`src/rtl/pats_pkg.sv`:
```
package pats_pkg;

  typedef enum logic [1:0] {
    OP_TICK    = 2'd0,
    OP_REQUEST = 2'd1,
    OP_SILENCE = 2'd2
  } op_e;

  localparam logic [2:0] ALARM_ALL     = 3'd0;
  localparam logic [2:0] ALARM_MAX     = 3'd3;
  localparam logic [1:0] ALARM_NONE    = 2'd0;
  localparam logic [1:0] ALARM_DEPTH   = 2'd1;
  localparam logic [1:0] ALARM_ASCENT  = 2'd2;
  localparam logic [1:0] ALARM_OUT_AIR = 2'd3;
  localparam int unsigned MaxTicks     = 63;

  typedef struct packed {
    logic [1:0] opcode;
    logic [2:0] alarm_id;
  } item_t;

  typedef struct packed {
    logic       tone_on;
    logic [7:0] tone_divider;
    logic [1:0] playing_alarm;
    logic [2:0] note_position;
    logic [2:0] active_mask;
    logic       bad_request;
  } result_t;

  // one-hot position of an alarm in the active set
  function automatic logic [2:0] alarm_bit(logic [1:0] alarm);
    logic [2:0] m;
    case (alarm)
      ALARM_DEPTH:   m = 3'b001;
      ALARM_ASCENT:  m = 3'b010;
      ALARM_OUT_AIR: m = 3'b100;
      default:       m = 3'b000;
    endcase
    return m;
  endfunction

  function automatic logic [1:0] highest_alarm(logic [2:0] set);
    logic [1:0] a;
    if (set[2]) begin
      a = ALARM_OUT_AIR;
    end else if (set[1]) begin
      a = ALARM_ASCENT;
    end else if (set[0]) begin
      a = ALARM_DEPTH;
    end else begin
      a = ALARM_NONE;
    end
    return a;
  endfunction

  // index of the final note of each pattern
  function automatic logic [2:0] last_note(logic [1:0] alarm);
    logic [2:0] n;
    case (alarm)
      ALARM_DEPTH:   n = 3'd1;
      ALARM_ASCENT:  n = 3'd1;
      ALARM_OUT_AIR: n = 3'd7;
      default:       n = 3'd0;
    endcase
    return n;
  endfunction

  function automatic logic [7:0] note_pitch(logic [1:0] alarm, logic [2:0] note);
    logic [7:0] p;
    p = 8'h00;
    case (alarm)
      ALARM_DEPTH: begin
        case (note)
          3'd0:    p = 8'h20;
          3'd1:    p = 8'h80;
          default: p = 8'h00;
        endcase
      end
      ALARM_ASCENT: begin
        case (note)
          3'd0:    p = 8'h80;
          3'd1:    p = 8'hD0;
          default: p = 8'h00;
        endcase
      end
      ALARM_OUT_AIR: begin
        case (note)
          3'd0, 3'd2: p = 8'h20;
          3'd4, 3'd6: p = 8'hD0;
          default:    p = 8'h00;
        endcase
      end
      default: p = 8'h00;
    endcase
    return p;
  endfunction

endpackage

```
`src/rtl/pats_in_if.sv`:
```
interface pats_in_if;
  logic       valid;
  logic       ready;
  logic [1:0] opcode;
  logic [2:0] alarm_id;

  modport source (output valid, output opcode, output alarm_id, input ready);
  modport sink (input valid, input opcode, input alarm_id, output ready);
endinterface

```
`src/rtl/pats_out_if.sv`:
```
interface pats_out_if;
  logic       valid;
  logic       ready;
  logic       tone_on;
  logic [7:0] tone_divider;
  logic [1:0] playing_alarm;
  logic [2:0] note_position;
  logic [2:0] active_mask;
  logic       bad_request;

  modport source (
    output valid, output tone_on, output tone_divider, output playing_alarm,
    output note_position, output active_mask, output bad_request, input ready
  );
  modport sink (
    input valid, input tone_on, input tone_divider, input playing_alarm,
    input note_position, input active_mask, input bad_request, output ready
  );
endinterface

```
`src/rtl/pats_core.sv`:
```
module pats_core #(
  parameter int unsigned TICKS_PER_SECOND = 100
) (
  input  logic                clk_i,
  input  logic                rst_ni,
  input  logic                step_i,
  input  pats_pkg::item_t     item_i,
  output pats_pkg::result_t   result_o
);

  localparam int unsigned HalfRaw    = TICKS_PER_SECOND / 2;
  localparam int unsigned QuarterRaw = TICKS_PER_SECOND / 4;
  localparam logic [5:0] HalfTicks =
    (HalfRaw > pats_pkg::MaxTicks) ? 6'(pats_pkg::MaxTicks) :
    (HalfRaw < 1) ? 6'd1 : 6'(HalfRaw);
  localparam logic [5:0] QuarterTicks =
    (QuarterRaw > pats_pkg::MaxTicks) ? 6'(pats_pkg::MaxTicks) :
    (QuarterRaw < 1) ? 6'd1 : 6'(QuarterRaw);

  logic [2:0] active_q, active_d;
  logic [1:0] alarm_q, alarm_d;
  logic [2:0] note_q, note_d;
  logic [5:0] ticks_q, ticks_d;
  logic       playing_q, playing_d;
  logic       bad;
  logic [2:0] sel_bit;
  logic [1:0] top_alarm;

  function automatic logic [5:0] note_ticks(logic [1:0] alarm);
    return (alarm == pats_pkg::ALARM_OUT_AIR) ? QuarterTicks : HalfTicks;
  endfunction

  assign sel_bit = pats_pkg::alarm_bit(item_i.alarm_id[1:0]);

  always_comb begin
    active_d  = active_q;
    alarm_d   = alarm_q;
    note_d    = note_q;
    ticks_d   = ticks_q;
    playing_d = playing_q;
    bad       = 1'b0;
    top_alarm = pats_pkg::ALARM_NONE;
    case (pats_pkg::op_e'(item_i.opcode))
      pats_pkg::OP_TICK: begin
        if (playing_q) begin
          if (ticks_q <= 6'd1) begin
            note_d  = (note_q == pats_pkg::last_note(alarm_q)) ? 3'd0 : note_q + 3'd1;
            ticks_d = note_ticks(alarm_q);
          end else begin
            ticks_d = ticks_q - 6'd1;
          end
        end
      end
      pats_pkg::OP_REQUEST: begin
        if (item_i.alarm_id == pats_pkg::ALARM_ALL ||
            item_i.alarm_id > pats_pkg::ALARM_MAX) begin
          bad = 1'b1;
        end else if ((active_q & sel_bit) == 3'b000) begin
          active_d  = active_q | sel_bit;
          top_alarm = pats_pkg::highest_alarm(active_d);
          alarm_d   = top_alarm;
          note_d    = 3'd0;
          playing_d = 1'b1;
          ticks_d   = note_ticks(top_alarm);
        end
      end
      pats_pkg::OP_SILENCE: begin
        if (item_i.alarm_id > pats_pkg::ALARM_MAX) begin
          bad = 1'b1;
        end else begin
          active_d  = (item_i.alarm_id == pats_pkg::ALARM_ALL) ? 3'b000
                                                               : (active_q & ~sel_bit);
          top_alarm = pats_pkg::highest_alarm(active_d);
          if (active_d == 3'b000) begin
            alarm_d   = pats_pkg::ALARM_NONE;
            note_d    = 3'd0;
            ticks_d   = 6'd0;
            playing_d = 1'b0;
          end else if (top_alarm != alarm_q) begin
            alarm_d   = top_alarm;
            note_d    = 3'd0;
            playing_d = 1'b1;
            ticks_d   = note_ticks(top_alarm);
          end
        end
      end
      default: begin
        bad = 1'b0;
      end
    endcase
  end

  always_comb begin
    result_o.tone_on       = playing_d;
    result_o.tone_divider  = playing_d ? pats_pkg::note_pitch(alarm_d, note_d) : 8'h00;
    result_o.playing_alarm = playing_d ? alarm_d : pats_pkg::ALARM_NONE;
    result_o.note_position = playing_d ? note_d : 3'd0;
    result_o.active_mask   = active_d;
    result_o.bad_request   = bad;
  end

  always_ff @(posedge clk_i or negedge rst_ni) begin
    if (!rst_ni) begin
      active_q  <= 3'b000;
      alarm_q   <= pats_pkg::ALARM_NONE;
      note_q    <= 3'd0;
      ticks_q   <= 6'd0;
      playing_q <= 1'b0;
    end else if (step_i) begin
      active_q  <= active_d;
      alarm_q   <= alarm_d;
      note_q    <= note_d;
      ticks_q   <= ticks_d;
      playing_q <= playing_d;
    end
  end

endmodule

```
`src/rtl/priority_alarm_tone_sequencer.sv`:
```
// a word passes the input register, then the output one; throughput: one word per
// cycle unless the output stalls; the alarm state is updated in the same cycle the
// word leaves the input register, so each word sees the state left by the one before
// reset (rst_ni low, asynchronous): both registers empty, no alarm active, tone off
module priority_alarm_tone_sequencer #(
  parameter int unsigned TICKS_PER_SECOND = 100
) (
  input logic         clk_i,
  input logic         rst_ni,
  pats_in_if.sink     in_i,
  pats_out_if.source  out_o
);

  logic              in_valid_q;
  pats_pkg::item_t   item_q;
  logic              out_valid_q;
  pats_pkg::result_t res_q;
  pats_pkg::result_t result;
  logic              advance;
  logic              step;

  assign advance    = !out_valid_q || out_o.ready;
  assign step       = in_valid_q && advance;
  assign in_i.ready = !in_valid_q || advance;

  always_ff @(posedge clk_i or negedge rst_ni) begin
    if (!rst_ni) begin
      in_valid_q <= 1'b0;
    end else if (in_i.valid && in_i.ready) begin
      in_valid_q <= 1'b1;
    end else if (step) begin
      in_valid_q <= 1'b0;
    end
  end

  always_ff @(posedge clk_i) begin
    if (in_i.valid && in_i.ready) begin
      item_q.opcode   <= in_i.opcode;
      item_q.alarm_id <= in_i.alarm_id;
    end
  end

  pats_core #(
    .TICKS_PER_SECOND(TICKS_PER_SECOND)
  ) u_core (
    .clk_i   (clk_i),
    .rst_ni  (rst_ni),
    .step_i  (step),
    .item_i  (item_q),
    .result_o(result)
  );

  always_ff @(posedge clk_i or negedge rst_ni) begin
    if (!rst_ni) begin
      out_valid_q <= 1'b0;
    end else if (step) begin
      out_valid_q <= 1'b1;
    end else if (out_o.ready) begin
      out_valid_q <= 1'b0;
    end
  end

  always_ff @(posedge clk_i) begin
    if (step) begin
      res_q <= result;
    end
  end

  assign out_o.valid         = out_valid_q;
  assign out_o.tone_on       = res_q.tone_on;
  assign out_o.tone_divider  = res_q.tone_divider;
  assign out_o.playing_alarm = res_q.playing_alarm;
  assign out_o.note_position = res_q.note_position;
  assign out_o.active_mask   = res_q.active_mask;
  assign out_o.bad_request   = res_q.bad_request;

  // silent word carries no note information
  a_silent_zero: assert property (@(posedge clk_i) disable iff (!rst_ni)
    out_valid_q && !res_q.tone_on |->
      res_q.tone_divider == 8'h00 && res_q.playing_alarm == pats_pkg::ALARM_NONE &&
      res_q.note_position == 3'd0)
    else $error("silent result with note fields set");

  // the alarm played is always the highest one in the active set
  a_plays_highest: assert property (@(posedge clk_i) disable iff (!rst_ni)
    out_valid_q |->
      res_q.playing_alarm == pats_pkg::highest_alarm(res_q.active_mask) &&
      res_q.tone_on == (res_q.active_mask != 3'b000))
    else $error("played alarm does not match active set");

  // a stalled input word is held until it is processed
  a_in_hold: assert property (@(posedge clk_i) disable iff (!rst_ni)
    in_valid_q && !advance |=> in_valid_q && $stable(item_q))
    else $error("stalled input word lost or changed");

  // every processed word produces a result
  a_step_result: assert property (@(posedge clk_i) disable iff (!rst_ni)
    step |=> out_valid_q)
    else $error("processed word produced no result");

endmodule

```
`src/flat_wrapper.sv`:
```
// flat-port wrapper written by rule: the top's interface ports become plain ports
module priority_alarm_tone_sequencer_flat 
#(
  parameter int unsigned TICKS_PER_SECOND = 100
)
  (clk_i, rst_ni, in_i_valid, in_i_opcode, in_i_alarm_id, in_i_ready, out_o_valid, out_o_tone_on, out_o_tone_divider, out_o_playing_alarm, out_o_note_position, out_o_active_mask, out_o_bad_request, out_o_ready);
  pats_in_if in_i_i ();
  pats_out_if out_o_i ();
  input logic clk_i;
  input logic rst_ni;
  input wire logic [$bits(in_i_i.valid)-1:0] in_i_valid;
  input wire logic [$bits(in_i_i.opcode)-1:0] in_i_opcode;
  input wire logic [$bits(in_i_i.alarm_id)-1:0] in_i_alarm_id;
  output wire logic [$bits(in_i_i.ready)-1:0] in_i_ready;
  output wire logic [$bits(out_o_i.valid)-1:0] out_o_valid;
  output wire logic [$bits(out_o_i.tone_on)-1:0] out_o_tone_on;
  output wire logic [$bits(out_o_i.tone_divider)-1:0] out_o_tone_divider;
  output wire logic [$bits(out_o_i.playing_alarm)-1:0] out_o_playing_alarm;
  output wire logic [$bits(out_o_i.note_position)-1:0] out_o_note_position;
  output wire logic [$bits(out_o_i.active_mask)-1:0] out_o_active_mask;
  output wire logic [$bits(out_o_i.bad_request)-1:0] out_o_bad_request;
  input wire logic [$bits(out_o_i.ready)-1:0] out_o_ready;
  assign in_i_i.valid = in_i_valid;
  assign in_i_i.opcode = in_i_opcode;
  assign in_i_i.alarm_id = in_i_alarm_id;
  assign in_i_ready = in_i_i.ready;
  assign out_o_valid = out_o_i.valid;
  assign out_o_tone_on = out_o_i.tone_on;
  assign out_o_tone_divider = out_o_i.tone_divider;
  assign out_o_playing_alarm = out_o_i.playing_alarm;
  assign out_o_note_position = out_o_i.note_position;
  assign out_o_active_mask = out_o_i.active_mask;
  assign out_o_bad_request = out_o_i.bad_request;
  assign out_o_i.ready = out_o_ready;
  priority_alarm_tone_sequencer #(.TICKS_PER_SECOND(TICKS_PER_SECOND)) u_core (.clk_i(clk_i), .rst_ni(rst_ni), .in_i(in_i_i), .out_o(out_o_i));
endmodule
```
`config.mk`:
```
export PLATFORM = sky130hd
export DESIGN_NAME = priority_alarm_tone_sequencer_flat
export DESIGN_NICKNAME = d
export VERILOG_FILES = /design/src/rtl/pats_pkg.sv /design/src/rtl/pats_in_if.sv /design/src/rtl/pats_out_if.sv /design/src/rtl/pats_core.sv /design/src/rtl/priority_alarm_tone_sequencer.sv /design/src/flat_wrapper.sv
export SDC_FILE = /design/constraint.sdc
export NUM_CORES = 1
export LEC_CHECK = 0
export BUFFER_PORTS_ARGS = -buffer_cell sky130_fd_sc_hd__buf_2
export CAP_MARGIN = 20
export CORE_AREA = 2 2 65 67
export CTS_CLUSTER_SIZE = 12
export DETAILED_ROUTE_END_ITERATION = 6
export DIE_AREA = 0 0 67 69
export GPL_ROUTABILITY_DRIVEN = 0
export PLACE_DENSITY = 0.78
export SYNTH_ARGS = -nofsm -noshare
export SYNTH_HDL_FRONTEND = slang
export SYNTH_SLANG_ARGS = --single-unit
```
`constraint.sdc`:
```
create_clock -name clk_i -period 4.1 [get_ports clk_i]
set_input_delay 0.41 -clock clk_i [delete_from_list [all_inputs] [get_ports clk_i]]
set_output_delay 0.41 -clock clk_i [all_outputs]
set_load 0.02 [all_outputs]
```
**Yosys cells after proc, flatten, opt, wreduce, memory -nomap -nowiden**

Cells that the tools add are included.

- Input bits: 9
- Register bits: 40

- Bitwise logic cells: 4
- Add/sub/neg operators: 2
- Reduce and logical (&&, ||, !) cells: 19
- Equality and inequality tests: 24
- $lt $le $gt $ge: 2
- Multiplexer cells: 64

Operators with widths:

| cell | number |
|---|---|
| 2-to-1 mux 6 bit | 10 |
| case mux 8 bit (2 select lines) | 3 |
| 2-to-1 mux 3 bit | 15 |
| 2-to-1 mux 2 bit | 14 |
| case mux 8 bit (3 select lines) | 1 |
| == test 2 bit (second input constant) | 9 |
| case mux 3 bit (3 select lines) | 2 |
| case mux 6 bit (3 select lines) | 1 |
| 2-to-1 mux 1 bit | 13 |
| zero test 3 bit | 4 |
| case mux 3 bit (2 select lines) | 2 |
| == test 2 x 1 -> 1 bit (second input constant) | 4 |
| != test 2 bit (second input constant) | 4 |
| AND reduction 7 bit | 1 |
| bitwise AND 3 bit | 2 |
| == test 3 bit (second input constant) | 2 |
| <= comparator 6 x 1 -> 1 bit (second input constant) | 1 |
| OR reduction 2 bit | 3 |
| subtractor 6 x 1 -> 6 bit (second input constant) | 1 |
| case mux 1 bit (2 select lines) | 2 |
| case mux 2 bit (2 select lines) | 1 |
| nonzero test 2 bit | 2 |
| adder 3 x 1 -> 3 bit (second input constant) | 1 |
| == test 3 x 1 -> 1 bit (second input constant) | 1 |
| other kinds (12) | 16 |

**Longest topological paths before layout**

- Depth after elaboration: 19
- Mapped depth: 11
- Depth with buffers taken out: 10

**Cells and area by module**

Synthesis repeated with hierarchy kept, for this count alone.

- Cell total of the unflattened synthesis: 268
- Area total of the unflattened synthesis: 2666.3 µm²

By module, submodules not included:

| module | area an instance (µm²) | cells an instance | sequential area each (µm²) | instances |
|---|---|---|---|---|
| pats_core | 1871.8 | 237 | 375.4 | 1 |
| priority_alarm_tone_sequencer | 794.5 | 31 | 740.7 | 1 |

**Worst setup path after synthesis**

No wires, ideal clock.

- Path type: register -> register
- Start: reg u_core.item_q[1] in the netlist's numbering
- End: reg u_core.res_q, in the netlist u_core.out_o.tone_divider[6] (data pin)
- Cell stages (with the launch flop): 9
- Setup time: 158 ps
- Slack: 1414 ps
- Arrival time: 2528 ps
- Cell sequence: edfxtp_1 -> buf_6 -> nand2b_1 -> o211a_1 -> o31a_1 -> or4b_4 -> a22o_4 -> or4_1 -> a211oi_2

- Longest elaborated chain between the ends: 19

Ends and longest elaborated chain:

| element | RTL line | RTL |
|---|---|---|
| start: declaration | priority_alarm_tone_sequencer.sv:15 | `pats_pkg::item_t item_q;` |
| == test 2 bit / == test 2 x 1 -> 1 bit (equally long branches) | pats_pkg.sv:34 | `case (alarm)` |
| case mux 3 bit (3 select lines) | pats_pkg.sv:34 |  |
| NOT 3 bit | pats_core.sv:72 | `: (active_q & ~sel_bit);` |
| bitwise AND 3 bit | pats_core.sv:72 |  |
| 2-to-1 mux 3 bit | pats_core.sv:71 | `active_d = (item_i.alarm_id == pats_pkg::ALARM_ALL) ? 3'b000` |
| 2-to-1 mux 1 bit | pats_pkg.sv:49 | `end else if (set[0]) begin` |
| 2-to-1 mux 2 bit | pats_pkg.sv:47 | `end else if (set[1]) begin` |
| 2-to-1 mux 2 bit | pats_pkg.sv:45 | `if (set[2]) begin` |
| [... 3 more ...] | n/a |  |
| 2-to-1 mux 3 bit | pats_core.sv:79 | `end else if (top_alarm != alarm_q) begin` |
| 2-to-1 mux 3 bit | pats_core.sv:74 | `if (active_d == 3'b000) begin` |
| 2-to-1 mux 3 bit | pats_core.sv:68 | `if (item_i.alarm_id > pats_pkg::ALARM_MAX) begin` |
| case mux 3 bit (3 select lines) | pats_core.sv:43 | `case (pats_pkg::op_e'(item_i.opcode))` |
| == test 3 bit, or another cell as far along | pats_pkg.sv:88 | `case (note)` |
| OR reduction 2 bit | pats_pkg.sv:88 |  |
| case mux 8 bit (2 select lines) | pats_pkg.sv:88 |  |
| case mux 8 bit (3 select lines) | pats_pkg.sv:72 | `case (alarm)` |
| end signal: assignment | priority_alarm_tone_sequencer.sv:65 | `res_q <= result;` |
| end: declaration | priority_alarm_tone_sequencer.sv:17 | `pats_pkg::result_t res_q;` |

Several ways; a longest one is shown, not always the timed one. The select of a mux whose other input is x is not followed.
A chain may end at the register's enable or synchronous reset.

**Worst setup path in the final report**

Same ends and word-level chain as after synthesis.

==> results.json <==
{
  "outcome": "finished clean",
  "cts_max_path_buffers": 2,
  "peakVddDrop_mv": 0.2601,
  "path_buf_inv": 0,
  "p_int_uw": 749.7,
  "relSlewSlack": 0.5457,
  "synthSimpleGateAreaFrac": 0.2230,
  "area_growth_pct": 10.24,
  "p_clk_frac": 0.290,
  "grt_pass1_vias": 1665,
  "grt_first_pass_wirelength_mm": 7.872,
  "synth_common_cells": "29 x nand2_1, 18 x edfxtp_1, 17 x dfrtp_1, 17 x o21ai_0, 14 x a21oi_1",
  "cp_top_family": "simple AND/OR/NAND/NOR gates",
  "drive_above_1_share": 0.1877,
  "cts_resized": 0,
  "hpwl_mm": 3.200,
  "drtAntennaViolNets": 0,
  "avgRoutedWirePerCell_um": 14.45,
  "cts_buffers": 5,
  "grt_usage": 0.2186,
  "switching_share": 0.3270,
  "r2r_end": "u_core.out_o.tone_divider[6]",
  "ys_seq_elements": 35,
  "worstMarginPinSlew_ns": 0.6772,
  "crit_chain": "nand2b_1 -> o211a_1 -> o31a_1 -> or4b_4 -> a22o_4 -> or4_1 -> a211oi_2",
  "synth_area_leaders": "edfxtp_1 24%, dfrtp_1 19%, nand2_1 4.8%",
  "die-width_um": 67,
  "clk_latency_ns": 0.29,
  "antenna_cells": 0,
  "p_switching_uw": 364.3,
  "grt_antenna_before_repair": 0,
  "crit_arrival_ns": 3.13,
  "vias": 1799,
  "worstPathMaxFanout": 17,
  "core_area_um2": 3914,
  "yosysMostFrequentCell": "nand2_1",
  "cts_setup_buffers": 0,
  "root_buffer": "clkbuf_8",
  "syn-mean-instance-area_um2": 9.389,
  "synth_top_family_by_area": "simple AND/OR/NAND/NOR gates",
  "cts_tree": "done",
  "dr.pass1.iters": 4,
  "hold_class": "input port to async pin",
  "ff2ff_setup_slack_ns": 1.10,
  "slowest_stage": "edfxtp_1",
  "critPathKind": "register to register",
  "synth_area_um2": 2272,
  "final.setup.tns_ns": 0,
  "fill_cells": 350,
  "die-area_um2": 4623,
  "start_util": 0.5806,
  "seqPwrFrac": 0.444,
  "die_h_um": 69,
  "post-route-period-util": 0.7312,
  "timing.fmax_mhz": 333.6,
  "max_stage_delay_ns": 0.59,
  "leakage_nw": 1.076,
  "power.density_nw_per_um2": 444.7,
  "synth_compound_area_frac": 0.1927,
  "ys_types": 50,
  "slew_viol_final": 0,
  "final_nets": 277,
  "post-route-util": 0.6400,
  "io_pins": 29,
  "syn_inst": 242,
  "comb_power_share": 0.266,
  "num_rows": 23,
  "fin_worst_skew_ns": 0.004309,
  "synthArstFlopShare": 0.4857,
  "startpoint_type": "register",
  "ys_warn_count": 0,
  "synthAdderAreaFrac": 0.04405,
  "period_needed_ns": 2.998,
  "drtIter0Drc": 118,
  "cts.sinks": 35,
  "htreeDepth": 2,
  "viasPerCell": 5.785,
  "yosysTopAreaCell": "edfxtp_1",
  "synth_edf_count": 18,
  "synth_mux_area_frac": 0.04736,
  "rsz0062_at_grt": "false",
  "setup_viol": 0,
  "overflow": 0,
  "synth_xor_area_frac": 0.003855,
  "synth-main-ff-cell": "edfxtp_1",
  "holdBufCountCts": 0,
  "drc": 0,
  "cp.required_ns": 4.23,
  "clkTransAtPathRegs_ns": 0.07,
  "max_cap_viol_count": 0,
  "io_buffers": 24,
  "grt_max_degree": 20,
  "ys_seq_area_frac": 0.4251,
  "synth.top_cell.area_share": 0.2379,
  "wl_mm": 4.495,
  "cp-end-kind": "register",
  "hold_viol": 0,
  "reg2reg_from": "u_core.item_q[1]",
  "r2r_cells": 7
}
[worst max-delay path by stage]
stage / slack, ns / endpoint / depth (start not counted) / startpoint
floorplan: 1.41 / u_core.out_o.tone_divider[6] / 8 / u_core.item_q[1]
global placement: 1.20 / u_core.out_o.tone_divider[6] / 7 / u_core.item_q[1]
detailed placement: 1.14 / u_core.out_o.tone_divider[6] / 7 / u_core.item_q[1]
CTS: 1.12 / u_core.out_o.tone_divider[6] / 7 / u_core.item_q[1]
global route: 0.93 / u_core.out_o.tone_divider[6] / 7 / u_core.item_q[1]
finish: 1.10 / u_core.out_o.tone_divider[6] / 7 / u_core.item_q[1]
[registers in the layout (all words and copies together), names as in the netlist, 2 cells and up]
name                        count
u_core.out_o.active_mask        3
u_core.item_q                   5
u_core.out_o.playing_alarm      2
u_core.u_core.alarm_q           2
u_core.u_core.ticks_q           6
u_core.out_o.note_position      3
u_core.u_core.note_q            3
u_core.out_o.tone_divider       3
u_core.u_core.active_q          3
[power by group through the flow]
stage	logic, mW	registers [mW]	clock network, mW
CTS	0.298	0.495	0.328
finish	0.296	0.495	0.323
global route	0.340	0.505	0.342
global placement	0.292	0.500	0
floorplan	0.238	0.486	0
detailed placement	0.296	0.503	0
[stage by stage]
step	hold WS, ns	worst slack (ns)	area (um^2)	std cells	power [mW]
2_1_floorplan	0.1144	1.414	2283	245	0.7236
3_3_place_gp	0.3744	1.200	2387	303	0.7915
3_5_place_dp	0.3885	1.144	2387	303	0.7982
4_1_cts	0.07699	1.120	2505	311	1.121
5_1_grt	0.09442	0.9261	2505	311	1.187
6_report	0.06732	1.102	2505	311	1.114
[layout by cell type (no fill, tap or decap), drive strengths merged, types with 3 or more instances in the layout]
cell type	count
nand3b	5
a211oi	5
nor2	12
o21a	4
mux2i	4
edfxtp	18
nor4	3
or2	4
and2	7
or3	4
nand2b	6
buf	26
nor3	4
ha	8
nand2	29
dfrtp	17
conb	4
nand3	3
mux2	6
a32o	4
a21oi	14
o21ai	17
nor3b	3
inv	10
nor2b	5
a21boi	3
clkbuf	6
[per-layer routing]
layer  track usage  up-vias  wire length (um)
li1              -      903                 -
met1        0.3184      846              2145
met2        0.3256       42              2101
met3       0.04405        8               182
met4       0.06803        0                66
met5             0        -                 0
[cell families (layout without fill, tap and decap cells)]
| kind of cell | Yosys count | count (layout) |
|---|---|---|
| other cells | 1 | 4 |
| buf+inv | 29 | 45 |
| mux | 10 | 10 |
| compound gates | 64 | 64 |
| fa+ha+maj | 8 | 8 |
| flops | 35 | 35 |
| xor+xnor | 1 | 1 |
| simple gates | 94 | 94 |
[area by class of cell]
type	count	area (um^2)	share of cell area
Sequential cell	35	965.9	0.3856
Tap cell	50	62.56	0.02498
Clock buffer	6	82.58	0.03297
Timing Repair Buffer	26	135.1	0.05395
Multi-Input combinational cell	181	1182	0.4720
Inverter	11	41.29	0.01648
Clock inverter	2	35.03	0.01399
Power figures use the tool's default switching activity.
